`src/hw/rtl/tsmi_pkg.sv`:
```
// ---------------------------------------------------------------------------
// tsmi_pkg: shared types and constants for the timestamp tag marker inserter
// Operation codes, the queued transaction record, checksum word constants.
// ---------------------------------------------------------------------------
package tsmi_pkg;

  // Default marker list capacity
  localparam int MAX_MARKERS_DEF = 64;

  // Front/back decoupling queue depth
  localparam int QUEUE_DEPTH = 2;

  // Width of the partial checksum sum carried from front to back
  localparam int CK_SUM_W = 18;

  // Trailer half-words touched by the tag (RFC 1624 incremental update)
  localparam logic [15:0] CK_ODD_OLD_HI  = 16'h221d;
  localparam logic [15:0] CK_ODD_NEW_HI  = 16'h231d;
  localparam logic [15:0] CK_ODD_LO      = 16'h6100;
  localparam logic [15:0] CK_EVEN_OLD    = 16'h0022;
  localparam logic [15:0] CK_EVEN_NEW_LO = 16'h0023;

  typedef enum logic [1:0] {
    OP_CLEAR  = 2'd0,
    OP_APPEND = 2'd1,
    OP_START  = 2'd2,
    OP_PACKET = 2'd3
  } op_t;

  typedef struct packed {
    op_t                 op;
    logic [31:0]         marker_value;
    logic                has_ck;
    logic                odd;
    logic [15:0]         old_ck;
    logic [CK_SUM_W-1:0] ck_base;   // ~old + fixed words, tag id still missing
  } item_t;

endpackage

```
`src/hw/rtl/tsmi_front.sv`:
```
// ---------------------------------------------------------------------------
// tsmi_front: input classifier
// Decodes the function code and folds the id-independent part of the
// incremental checksum update into a partial sum.
// ---------------------------------------------------------------------------
module tsmi_front (
  input  logic [1:0]      func,
  input  logic [31:0]     marker_value,
  input  logic            has_l4_checksum,
  input  logic [15:0]     old_checksum,
  input  logic            odd_length,
  output tsmi_pkg::item_t item
);
  import tsmi_pkg::*;

  localparam logic [CK_SUM_W-17:0] CK_PAD = '0;

  // Odd length: ~m0 + m0' + ~m1 + (m1' without the id byte)
  localparam logic [CK_SUM_W-1:0] ODD_K =
      {CK_PAD, ~CK_ODD_OLD_HI} + {CK_PAD, CK_ODD_NEW_HI} +
      {CK_PAD, ~CK_ODD_LO} + {CK_PAD, CK_ODD_LO};
  // Even length: ~m + (m' without the id byte)
  localparam logic [CK_SUM_W-1:0] EVEN_K =
      {CK_PAD, ~CK_EVEN_OLD} + {CK_PAD, CK_EVEN_NEW_LO};

  logic [CK_SUM_W-1:0] inv_old;

  assign inv_old = {CK_PAD, ~old_checksum};

  always_comb begin
    item.op           = op_t'(func);
    item.marker_value = marker_value;
    item.has_ck       = has_l4_checksum;
    item.odd          = odd_length;
    item.old_ck       = old_checksum;
    item.ck_base      = inv_old + (odd_length ? ODD_K : EVEN_K);
  end

endmodule

```
`src/hw/rtl/tsmi_queue.sv`:
```
// ---------------------------------------------------------------------------
// tsmi_queue: front-to-back transaction queue
// Small circular buffer; push and pop may happen in the same cycle.
// ---------------------------------------------------------------------------
module tsmi_queue (
  input  logic            clk,
  input  logic            rst,
  input  logic            push,
  input  tsmi_pkg::item_t push_item,
  output logic            full,
  output logic            head_valid,
  input  logic            pop,
  output tsmi_pkg::item_t head_item
);
  import tsmi_pkg::*;

  localparam int PTR_W = (QUEUE_DEPTH > 1) ? $clog2(QUEUE_DEPTH) : 1;
  localparam int CNT_W = $clog2(QUEUE_DEPTH + 1);

  item_t            entries [QUEUE_DEPTH];
  logic [PTR_W-1:0] wr_ptr;
  logic [PTR_W-1:0] rd_ptr;
  logic [CNT_W-1:0] count;

  function automatic logic [PTR_W-1:0] ptr_inc(input logic [PTR_W-1:0] p);
    ptr_inc = (p == PTR_W'(QUEUE_DEPTH - 1)) ? '0 : p + 1'b1;
  endfunction

  assign full       = (count == CNT_W'(QUEUE_DEPTH));
  assign head_valid = (count != '0);
  assign head_item  = entries[rd_ptr];

  always_ff @(posedge clk) begin
    if (push) begin
      entries[wr_ptr] <= push_item;
    end
  end

  always_ff @(posedge clk) begin
    if (rst) begin
      wr_ptr <= '0;
      rd_ptr <= '0;
      count  <= '0;
    end else begin
      if (push) begin
        wr_ptr <= ptr_inc(wr_ptr);
      end
      if (pop) begin
        rd_ptr <= ptr_inc(rd_ptr);
      end
      if (push && !pop) begin
        count <= count + 1'b1;
      end else if (pop && !push) begin
        count <= count - 1'b1;
      end
    end
  end

  a_count_range: assert property (@(posedge clk) disable iff (rst)
    count <= CNT_W'(QUEUE_DEPTH))
    else $error("queue count beyond depth");

  a_no_empty_pop: assert property (@(posedge clk) disable iff (rst)
    pop |-> (count != '0))
    else $error("pop from empty queue");

  a_push_grows: assert property (@(posedge clk) disable iff (rst)
    (push && !pop) |=> (count == $past(count) + 1'b1))
    else $error("queue count did not follow push");

endmodule

```
`src/hw/rtl/tsmi_back.sv`:
```
// ---------------------------------------------------------------------------
// tsmi_back: execution side
// Marker list as a delta memory, packet counter, tag arming and the result
// register toward the output channel.
// ---------------------------------------------------------------------------
module tsmi_back #(
  parameter int MAX_MARKERS = tsmi_pkg::MAX_MARKERS_DEF
) (
  input  logic            clk,
  input  logic            rst,
  input  logic            cfg_valid,
  output logic            cfg_ready,
  input  logic [31:0]     cfg_data,
  input  logic            head_valid,
  input  tsmi_pkg::item_t head_item,
  output logic            pop,
  output logic            out_valid,
  input  logic            out_stall,
  output logic            tagged_res,
  output logic [7:0]      tag_id,
  output logic [15:0]     new_checksum,
  output logic            load_overflow
);
  import tsmi_pkg::*;

  localparam int FILL_W = $clog2(MAX_MARKERS + 1);
  localparam int IDX_W  = (MAX_MARKERS > 1) ? $clog2(MAX_MARKERS) : 1;

  // delta_mem[i] = marker[i+1] - marker[i]; closing delta comes from registers
  logic [31:0]       delta_mem [MAX_MARKERS];
  logic [31:0]       rd_delta;

  logic [31:0]       repeat_interval;
  logic [FILL_W-1:0] fill, fill_next;
  logic [IDX_W-1:0]  index, index_next;
  logic [63:0]       packet_count, packet_count_next;
  logic [63:0]       next_tag, next_tag_next;
  logic [7:0]        cur_id, cur_id_next;
  logic [31:0]       first_marker, first_marker_next;
  logic [31:0]       last_marker, last_marker_next;

  logic              hit;
  logic              list_full;
  logic [FILL_W-1:0] idx_inc;
  logic [31:0]       closing;
  logic [31:0]       delta;
  logic [63:0]       tag_advance;
  logic [CK_SUM_W-1:0] ck_sum;
  logic [16:0]       ck_fold1;
  logic [15:0]       ck_fold2;
  logic [15:0]       tag_ck;

  logic              we;
  logic [IDX_W-1:0]  waddr;
  logic [31:0]       wdata;

  logic              res_tagged;
  logic [7:0]        res_id;
  logic [15:0]       res_ck;
  logic              res_ovf;

  assign cfg_ready = 1'b1;
  assign pop       = head_valid && (!out_valid || !out_stall);

  assign hit       = (packet_count == next_tag);
  assign list_full = (fill == FILL_W'(MAX_MARKERS));
  assign idx_inc   = FILL_W'(index) + 1'b1;
  assign closing   = repeat_interval - last_marker + first_marker;
  assign delta     = (idx_inc < fill) ? rd_delta : closing;
  assign tag_advance = (fill != '0) ? next_tag + {32'd0, delta} : next_tag + {64{1'b1}};

  // Finish the incremental update: add the id byte, fold carries, complement
  assign ck_sum   = head_item.ck_base + (head_item.odd ? CK_SUM_W'(cur_id)
                                                        : CK_SUM_W'({cur_id, 8'h00}));
  assign ck_fold1 = {1'b0, ck_sum[15:0]} + 17'(ck_sum[CK_SUM_W-1:16]);
  assign ck_fold2 = ck_fold1[15:0] + 16'(ck_fold1[16]);
  assign tag_ck   = ~ck_fold2;

  assign waddr = IDX_W'(fill - 1'b1);
  assign wdata = head_item.marker_value - last_marker;

  always_comb begin
    fill_next         = fill;
    index_next        = index;
    packet_count_next = packet_count;
    next_tag_next     = next_tag;
    cur_id_next       = cur_id;
    first_marker_next = first_marker;
    last_marker_next  = last_marker;
    we                = 1'b0;
    res_tagged        = 1'b0;
    res_id            = '0;
    res_ck            = '0;
    res_ovf           = 1'b0;
    if (pop) begin
      unique case (head_item.op)
        OP_CLEAR: begin
          fill_next  = '0;
          index_next = '0;
        end
        OP_APPEND: begin
          if (list_full) begin
            res_ovf = 1'b1;
          end else begin
            fill_next        = fill + 1'b1;
            last_marker_next = head_item.marker_value;
            if (fill == '0) begin
              first_marker_next = head_item.marker_value;
            end else begin
              we = 1'b1;
            end
          end
        end
        OP_START: begin
          index_next    = '0;
          next_tag_next = (fill != '0) ? packet_count + {32'd0, first_marker}
                                       : packet_count + {64{1'b1}};
        end
        OP_PACKET: begin
          res_ck = head_item.old_ck;
          if (hit) begin
            res_tagged    = 1'b1;
            res_id        = cur_id;
            cur_id_next   = cur_id + 1'b1;
            next_tag_next = tag_advance;
            index_next    = (idx_inc < fill) ? IDX_W'(idx_inc) : '0;
            if (head_item.has_ck) begin
              res_ck = tag_ck;
            end
          end
          packet_count_next = packet_count + 1'b1;
        end
        default: ;
      endcase
    end
  end

  // Delta memory: one write port, one registered read at the next index
  always_ff @(posedge clk) begin
    if (we) begin
      delta_mem[waddr] <= wdata;
    end
  end

  always_ff @(posedge clk) begin
    if (we && (waddr == index_next)) begin
      rd_delta <= wdata;
    end else begin
      rd_delta <= delta_mem[index_next];
    end
  end

  always_ff @(posedge clk) begin
    first_marker <= first_marker_next;
    last_marker  <= last_marker_next;
    if (pop) begin
      tagged_res    <= res_tagged;
      tag_id        <= res_id;
      new_checksum  <= res_ck;
      load_overflow <= res_ovf;
    end
  end

  always_ff @(posedge clk) begin
    if (rst) begin
      repeat_interval <= '0;
      fill            <= '0;
      index           <= '0;
      packet_count    <= '0;
      next_tag        <= {64{1'b1}};
      cur_id          <= '0;
      out_valid       <= 1'b0;
    end else begin
      if (cfg_valid) begin
        repeat_interval <= cfg_data;
      end
      fill         <= fill_next;
      index        <= index_next;
      packet_count <= packet_count_next;
      next_tag     <= next_tag_next;
      cur_id       <= cur_id_next;
      if (pop) begin
        out_valid <= 1'b1;
      end else if (!out_stall) begin
        out_valid <= 1'b0;
      end
    end
  end

  a_fill_range: assert property (@(posedge clk) disable iff (rst)
    fill <= FILL_W'(MAX_MARKERS))
    else $error("marker fill beyond capacity");

  a_index_in_list: assert property (@(posedge clk) disable iff (rst)
    (FILL_W'(index) < fill) || (index == '0))
    else $error("marker index outside list");

  a_id_advance: assert property (@(posedge clk) disable iff (rst)
    (pop && head_item.op == OP_PACKET && hit) |=> (cur_id == $past(cur_id) + 1'b1))
    else $error("tag id did not advance on hit");

  a_ovf_untagged: assert property (@(posedge clk) disable iff (rst)
    (out_valid && load_overflow) |-> !tagged_res)
    else $error("overflow flagged on a tagged result");

endmodule

```
`src/hw/rtl/timestamp_tag_marker_insert.sv`:
```
// ---------------------------------------------------------------------------
// timestamp_tag_marker_insert: packet tagger with incremental checksum update
// Tags packets at marker positions of a repeating interval and patches the
// L4 checksum for the trailer change.
// ---------------------------------------------------------------------------
// Throughput: one transaction per cycle sustained while the output is not
//   stalled; the back-end execute step is a 64-bit compare plus delta add.
// Path: an accepted input is written into the queue, then executed into the
//   result register, from which it is offered; a held output delays execute.
// Reset: synchronous; clears fill, index, packet count, tag id, interval and
//   arms the next tag at all ones. The marker delta memory is not cleared.
module timestamp_tag_marker_insert #(
  parameter int MAX_MARKERS = tsmi_pkg::MAX_MARKERS_DEF
) (
  input  logic        clk,
  input  logic        rst,
  // configuration: repeat_interval
  input  logic        cfg_valid,
  output logic        cfg_ready,
  input  logic [31:0] cfg_data,
  // input transactions
  input  logic        in_valid,
  output logic        in_stall,
  input  logic [1:0]  func,
  input  logic [31:0] marker_value,
  input  logic        has_l4_checksum,
  input  logic [15:0] old_checksum,
  input  logic        odd_length,
  // result transactions
  output logic        out_valid,
  input  logic        out_stall,
  output logic        tagged_res,
  output logic [7:0]  tag_id,
  output logic [15:0] new_checksum,
  output logic        load_overflow
);
  import tsmi_pkg::*;

  item_t front_item;
  item_t head_item;
  logic  q_full;
  logic  q_push;
  logic  head_valid;
  logic  pop;

  // Front end: decode func and pre-sum the fixed checksum words
  tsmi_front u_front (
    .func            (func),
    .marker_value    (marker_value),
    .has_l4_checksum (has_l4_checksum),
    .old_checksum    (old_checksum),
    .odd_length      (odd_length),
    .item            (front_item)
  );

  // Input stalls only when the queue is full; the back end drains it
  // whenever the result register is free or being taken.
  assign in_stall = q_full;
  assign q_push   = in_valid && !q_full;

  tsmi_queue u_queue (
    .clk        (clk),
    .rst        (rst),
    .push       (q_push),
    .push_item  (front_item),
    .full       (q_full),
    .head_valid (head_valid),
    .pop        (pop),
    .head_item  (head_item)
  );

  // Back end: marker list, packet count, tag arming, result register
  tsmi_back #(
    .MAX_MARKERS (MAX_MARKERS)
  ) u_back (
    .clk           (clk),
    .rst           (rst),
    .cfg_valid     (cfg_valid),
    .cfg_ready     (cfg_ready),
    .cfg_data      (cfg_data),
    .head_valid    (head_valid),
    .head_item     (head_item),
    .pop           (pop),
    .out_valid     (out_valid),
    .out_stall     (out_stall),
    .tagged_res    (tagged_res),
    .tag_id        (tag_id),
    .new_checksum  (new_checksum),
    .load_overflow (load_overflow)
  );

endmodule

```
`config.mk`:
```
export PLATFORM = sky130hd
export DESIGN_NAME = timestamp_tag_marker_insert
export DESIGN_NICKNAME = d
export VERILOG_FILES = /design/src/hw/rtl/tsmi_pkg.sv /design/src/hw/rtl/tsmi_front.sv /design/src/hw/rtl/tsmi_queue.sv /design/src/hw/rtl/tsmi_back.sv /design/src/hw/rtl/timestamp_tag_marker_insert.sv
export SDC_FILE = /design/constraint.sdc
export NUM_CORES = 2
export LEC_CHECK = 0
export BUFFER_PORTS_ARGS = -buffer_cell sky130_fd_sc_hd__buf_2
export CORE_MARGIN = 5
export CORE_UTILIZATION = 40
export CTS_CLUSTER_DIAMETER = 40
export DETAILED_ROUTE_END_ITERATION = 16
export SYNTH_ARGS = -nofsm -noshare
export SYNTH_HDL_FRONTEND = slang
export SYNTH_SLANG_ARGS = --single-unit
```
`constraint.sdc`:
```
create_clock -name clk -period 15.7 [get_ports clk]
set_input_delay 2.355 -clock clk [delete_from_list [all_inputs] [get_ports clk]]
set_output_delay 2.355 -clock clk [all_outputs]
set_load 0.01 [all_outputs]
```
# == After elaboration in Yosys (flattened, before gate mapping) ==
# Memories as Yosys holds them, arrays and structs flattened. A register that Yosys moved wholly into a read port is not among the register bits.
# Cells that the tools add are included.
# word_totals
ff_bits,276
memories,2
word_cells,109
inputBits,89
output_inout_bits,29
latch_bits,0
mem_bits_ro,0
ram_bits,2188
# classes
reduce_logical,25
shifts,0
eq_ne,9
div,0
addsub,20
order_cmp,1
muxes,33
bitwise_logic,3
n_mul,0
# memory_table
name,words,word_bits,read_ports,rd_clocked_by_memory_dff,write_ports,line,source
u_back.delta_mem,64,32,1,1,1,tsmi_back.sv:30,logic [31:0] delta_mem [MAX_MARKERS];
u_queue.entries,2,70,1,1,1,tsmi_queue.sv:20,item_t entries [QUEUE_DEPTH];
# ops
cell,count
2-to-1 mux 64 bit,3
adder 64 x 32 -> 64 bit,2
"adder 64 bit, second input constant",2
one-hot mux 64 bit (2 select lines),1
"adder 64 x 1 -> 64 bit, second input constant",1
equality test 64 bit,1
subtractor 32 bit,2
2-to-1 mux 16 bit,3
adder 32 bit,1
2-to-1 mux 32 bit,1
inverter 16 bit,2
adder 16 x 18 -> 18 bit,1
adder 18 bit,1
2-to-1 mux 18 bit,1
2-to-1 mux 6 bit,3
adder 16 x 2 -> 17 bit,1
adder 16 x 1 -> 16 bit,1
2-to-1 mux 1 bit,16
one-hot mux 7 bit (2 select lines),1
one-hot mux 6 bit (2 select lines),1
AND reduction 3 bit,4
"adder 8 x 1 -> 8 bit, second input constant",1
nonzero test 2 bit,4
"adder 6 x 1 -> 7 bit, second input constant",1
other kinds (23),36

# == Logic depth before layout (Yosys ltp) ==
# logic_depth
ltp_word,7
mapped_depth,30
depth_no_buf,28

# == Modules after synthesis ==
# A second synthesis with hierarchy kept.
# unflattened
cells_unflattened,6510
hier_area_um2,108873.2
# modules_own_cells
module,area_each_um2,cells_per_inst,instances,seq_area_each_um2
tsmi_back,102683.5,6148,1,67965.2
tsmi_queue,5286.3,240,1,4304.1
tsmi_front,889.6,121,1,0.0
timestamp_tag_marker_insert,13.8,1,1,0.0

# == Worst setup path before layout ==
# Ideal clock, no wire load.
# synth_timing
kind,register to register
from,register (tool-made name)
to,"memory u_back.delta_mem[0][17], data pin"
arrival_time_ps,7942
setup_ps,1009
period_less_slack_ps,8950
stages_incl_launch_ff,15
path_buffers,3
slack_ps,6750
path_cell_list,dfxtp_1 -> clkbuf_1 -> clkbuf_1 -> clkbuf_1 -> mux2_2 -> ha_1 -> a21o_1 -> a211o_1 -> or2_1 -> o211a_1 -> o21a_1 -> o21a_1 -> o21a_1 -> o21a_1 -> o311ai_0
# synth_lines
item,line
"end, declared",tsmi_back.sv:30

==> flow_results.xml <==
<?xml version="1.0" encoding="UTF-8"?>
<metrics>
  <group name="clock_network">
    <metric name="cts_hold_buf" unit="">0</metric>
    <metric name="clock_sink_count" unit="">2471</metric>
    <metric name="tritoncts" unit="">built</metric>
    <metric name="cts-root-to-sink-buffers" unit="">4</metric>
    <metric name="cts_resized" unit="">0</metric>
    <metric name="clock_tree.htree_level_count" unit="">5</metric>
    <metric name="clock_insertion_delay_worst_skew" unit="ps">910</metric>
    <metric name="cts_root_buffer" unit="">clkbuf_16</metric>
    <metric name="post-cts-setup-buffers" unit="">0</metric>
    <metric name="tritoncts.num_buffers" unit="">349</metric>
    <metric name="clk_transition_reported_paths" unit="ps">50</metric>
  </group>
  <group name="floorplan">
    <metric name="core_area" unit="sq um">272900</metric>
    <metric name="dieArea" unit="sq um">284000</metric>
    <metric name="starting_density_of_the_core" unit="">0.4008</metric>
    <metric name="design.portCount" unit="">118</metric>
    <metric name="chipWidth" unit="microns">532.9</metric>
    <metric name="die_y" unit="microns">532.9</metric>
    <metric name="row_count" unit="">192</metric>
  </group>
  <group name="pwr">
    <metric name="comb_power_share" unit="">0.214</metric>
    <metric name="sequentialPowerShare" unit="">0.424</metric>
    <metric name="power_density" unit="nW/um^2">170.3</metric>
    <metric name="power_report.internal_total" unit="uW">15020</metric>
    <metric name="clock_power_share" unit="">0.361</metric>
    <metric name="power.share.switching" unit="">0.3060</metric>
    <metric name="power.leakage" unit="uW">0.04172</metric>
    <metric name="power_switching" unit="uW">6625</metric>
    <metric name="ir_worst_vdd" unit="uV">254.9</metric>
  </group>
  <group name="yosys">
    <metric name="synth-async-reset-ratio" unit="">0</metric>
    <metric name="synth-warning-count" unit="">0</metric>
    <metric name="yosys.area.top_type" unit="">edfxtp_1</metric>
    <metric name="syn_inst" unit="">6601</metric>
    <metric name="synth.most_common_cell" unit="">edfxtp_1</metric>
    <metric name="synthTopCellsByArea" unit="">edfxtp_1 (63%), mux4_2 (14%), dfxtp_1 (3.5%), ha_1 (2.6%), xor2_1 (1.5%)</metric>
    <metric name="synthDistinctLibCells" unit="">103</metric>
    <metric name="netlist_top_cells_count" unit="">edfxtp_1 (2278), mux4_2 (662), nor2_1 (400)</metric>
    <metric name="synth.ff_latch_count" unit="">2471</metric>
    <metric name="synth_top_area_frac" unit="">0.6254</metric>
    <metric name="yosysSeqAreaShare" unit="">0.6607</metric>
    <metric name="synth-edff-count" unit="">2278</metric>
    <metric name="syn_nets" unit="">6956</metric>
    <metric name="syn_area_per_cell" unit="sq um">16.57</metric>
    <metric name="syn-cell-area" unit="sq um">109400</metric>
    <metric name="ys_dominant_reg_cell" unit="">edfxtp_1</metric>
  </group>
  <group name="global_routing">
    <metric name="grt_first_pass_wirelength" unit="mm">447.3</metric>
    <metric name="pin_count_of_the_biggest_net_entering_global_routing" unit="">116</metric>
    <metric name="gr-max-usage-layer" unit="">met2</metric>
    <metric name="via_count_of_the_first_global_routing_pass" unit="">62540</metric>
    <metric name="track_usage" unit="">0.2139</metric>
    <metric name="antenna_found_initial" unit="">13</metric>
    <metric name="grt_overflow_total" unit="">0</metric>
    <metric name="groute.layer.met1.usage" unit="">0.3042</metric>
    <metric name="grt_util_met3" unit="">0.03213</metric>
    <metric name="globalRouteMet2Util" unit="">0.3465</metric>
  </group>
  <group name="sta">
    <metric name="setup-tns-final" unit="ps">0</metric>
    <metric name="final_period_minus_worst_setup_slack" unit="ps">8386</metric>
    <metric name="worst_pin_slew" unit="ps">1225</metric>
    <metric name="timing.fmax" unit="MHz">119.2</metric>
    <metric name="final_min_period_over_clock_period" unit="">0.5341</metric>
    <metric name="timing.max_slew.rel_slack" unit="">0.1749</metric>
    <metric name="timing.final.max_slew_violations" unit="">0</metric>
    <metric name="finalSetupViolCount" unit="">0</metric>
    <metric name="rsz0062_at_grt" unit="">false</metric>
    <metric name="hold_vio_cnt_final" unit="">0</metric>
    <metric name="fin_ws" unit="ps">7314</metric>
    <metric name="timing.clock.skew" unit="ps">103.7</metric>
  </group>
  <group name="critical_path">
    <metric name="critical_path.startpoint_type" unit="">flop</metric>
    <metric name="crit_path_end_kind" unit="">flop</metric>
    <metric name="crit_required" unit="ps">16360</metric>
    <metric name="crit_arrival" unit="ps">9050</metric>
    <metric name="critical_path_fanout_max" unit="">93</metric>
    <metric name="cp_class" unit="">reg -&gt; reg</metric>
  </group>
  <group name="placement">
    <metric name="weighted_congestion_at_the_end_of_routability_driven_global_placement" unit="">0.9404</metric>
    <metric name="io_buffers" unit="">116</metric>
    <metric name="hpwl" unit="mm">189.5</metric>
    <metric name="pre_cts_ws" unit="ps">7235</metric>
  </group>
  <group name="detailed_routing">
    <metric name="route.detailed.vias_per_inst" unit="">5.871</metric>
    <metric name="remaining_antenna_violation_count" unit="">0</metric>
    <metric name="drt_drc_violations_left" unit="">0</metric>
    <metric name="number_of_search_and_repair_iterations_in_the_first_detailed_routing_pass" unit="">5</metric>
    <metric name="wirelength" unit="mm">310.8</metric>
    <metric name="wl_per_cell" unit="microns">28.78</metric>
    <metric name="via_count" unit="">63400</metric>
    <metric name="detail_route.iter0.violations" unit="">6897</metric>
  </group>
  <group name="final_layout">
    <metric name="areaGrowthSynthToFinish" unit="%">16.19</metric>
    <metric name="fraction_of_layout_instances_using_a_drive_strength_above_1" unit="">0.2390</metric>
    <metric name="final_core_utilization" unit="">0.4657</metric>
    <metric name="layout.nets" unit="">7274</metric>
    <metric name="fillers" unit="">23020</metric>
  </group>
  <group name="hold_path">
    <metric name="hold_path.class" unit="">reg -&gt; reg</metric>
  </group>
  <group name="status">
    <metric name="outcome" unit="">complete, no violations</metric>
  </group>
  <group name="flow_run">
    <metric name="max_cap_violations" unit="">0</metric>
  </group>
</metrics>
==> registers in the layout (all words and copies together), names as in the netlist, named ones only <==
signal,count
u_back.delta_mem,2048
u_queue.entries,140
u_back.next_tag,64
u_back.packet_count,64
u_back.first_marker,32
u_back.last_marker,32
u_back.repeat_interval,32
u_back.new_checksum,16
u_back.cur_id,8
u_back.tag_id,8
u_back.fill,7
u_back.index,6
u_queue.count,2
u_back.load_overflow,1
u_back.out_valid,1
u_back.tagged_res,1
u_queue.rd_ptr,1
u_queue.wr_ptr,1
==> cells in the final DEF (no fill, tap or decap), drive strengths merged, types with 37 or more instances in the layout <==
master | Yosys | routed
a211oi | 65 | 65
xnor2 | 140 | 140
mux4 | 662 | 662
inv | 245 | 303
a21oi | 262 | 262
nand2 | 318 | 318
mux2 | 58 | 58
o21bai | 40 | 40
nor2b | 52 | 52
o211ai | 49 | 49
ha | 229 | 229
and3 | 46 | 46
mux2i | 63 | 63
edfxtp | 2278 | 2278
nand4 | 66 | 66
fa | 37 | 37
nor3 | 64 | 64
clkinv | 0 | 122
a21o | 107 | 107
clkbuf | 199 | 393
or3 | 39 | 39
nor2 | 402 | 402
dfxtp | 193 | 193
xor2 | 183 | 183
nand3 | 89 | 89
o21ai | 192 | 192
buf | 99 | 265
==> metrics by stage <==
stage	instances	cell area, sq um	hold WS (ps)	total power, uW
after floorplan	6601	109400	460.4	12100
after global placement	10160	115300	471.9	13790
after detailed placement	10160	115300	484.1	13920
after CTS	10800	127100	499.9	21760
after global routing	10800	127100	527.7	22500
final	10800	127100	500.1	21650
==> area by class of cell <==
| class | instances | area (sq um) | share of cell area |
|---|---|---|---|
| Timing Repair Buffer | 265 | 1752 | 0.01378 |
| Multi-Input combinational cell | 3587 | 35870 | 0.2822 |
| Inverter | 245 | 919.6 | 0.007236 |
| Clock buffer | 393 | 9136 | 0.07188 |
| Tap cell | 3589 | 4491 | 0.03533 |
| Antenna cell | 5 | 12.51 | 0.00009844 |
| Clock inverter | 245 | 2626 | 0.02066 |
| Sequential cell | 2471 | 72290 | 0.5688 |
==> logic make-up after synthesis <==
group | after synthesis | share of synthesized area
muxes | 783 | 0.1480
AOI/OAI and AO/OA | 977 | 0.05913
adders and majority gates | 266 | 0.03297
xor gates and xnor gates | 323 | 0.02600
and+or+nand+nor | 1237 | 0.05409
DFF | 2471 | 0.6607
other | 1 | 0.00003428
buffers and inverters | 543 | 0.01907
==> metal layers <==
metal | share of wire | up-vias
li1 | - | 27070
met4 | 0.029 | 2
met1 | 0.42 | 33160
met2 | 0.48 | 2659
met5 | 0.000042 | -
met3 | 0.072 | 508
==> worst paths after layout <==
kind | from | endpoint | slack, ps | cells after the start
worst max-delay path | flop | u_back.next_tag[57] | 7310 | 19
worst max register to register | flop | u_back.next_tag[57] | 7310 | 19
worst min-delay path | u_back.repeat_interval[12] | u_back.repeat_interval[12] | 500 | 2
worst min register to register | u_back.repeat_interval[12] | u_back.repeat_interval[12] | 500 | 2
==> critical path: stages (launching register included) <==
cell and delay [ps]:
dfxtp_4 700, buf_12 500, buf_4 810, buf_4 770, mux4_2 420, mux4_2 540
mux4_2 600, a21oi_1 250, o21ai_0 140, ha_1 460, and3_1 240, nand2_1 70
or3_1 360, a211oi_1 350, nor3_1 190, o21ai_0 550, a21oi_1 320, or4_1 540
nand3_1 110, a21oi_1 70
==> power groups by stage <==
| stage | clock [uW] | sequential (uW) | combinational, uW |
|---|---|---|---|
| after detailed placement | 0 | 9320 | 4610 |
| after floorplan | 0 | 9420 | 2670 |
| after CTS | 7940 | 9180 | 4630 |
| after global placement | 0 | 9310 | 4480 |
| final | 7820 | 9190 | 4640 |
| after global routing | 8250 | 9200 | 5050 |
No activity file was read; power rests on OpenSTA's default activity.
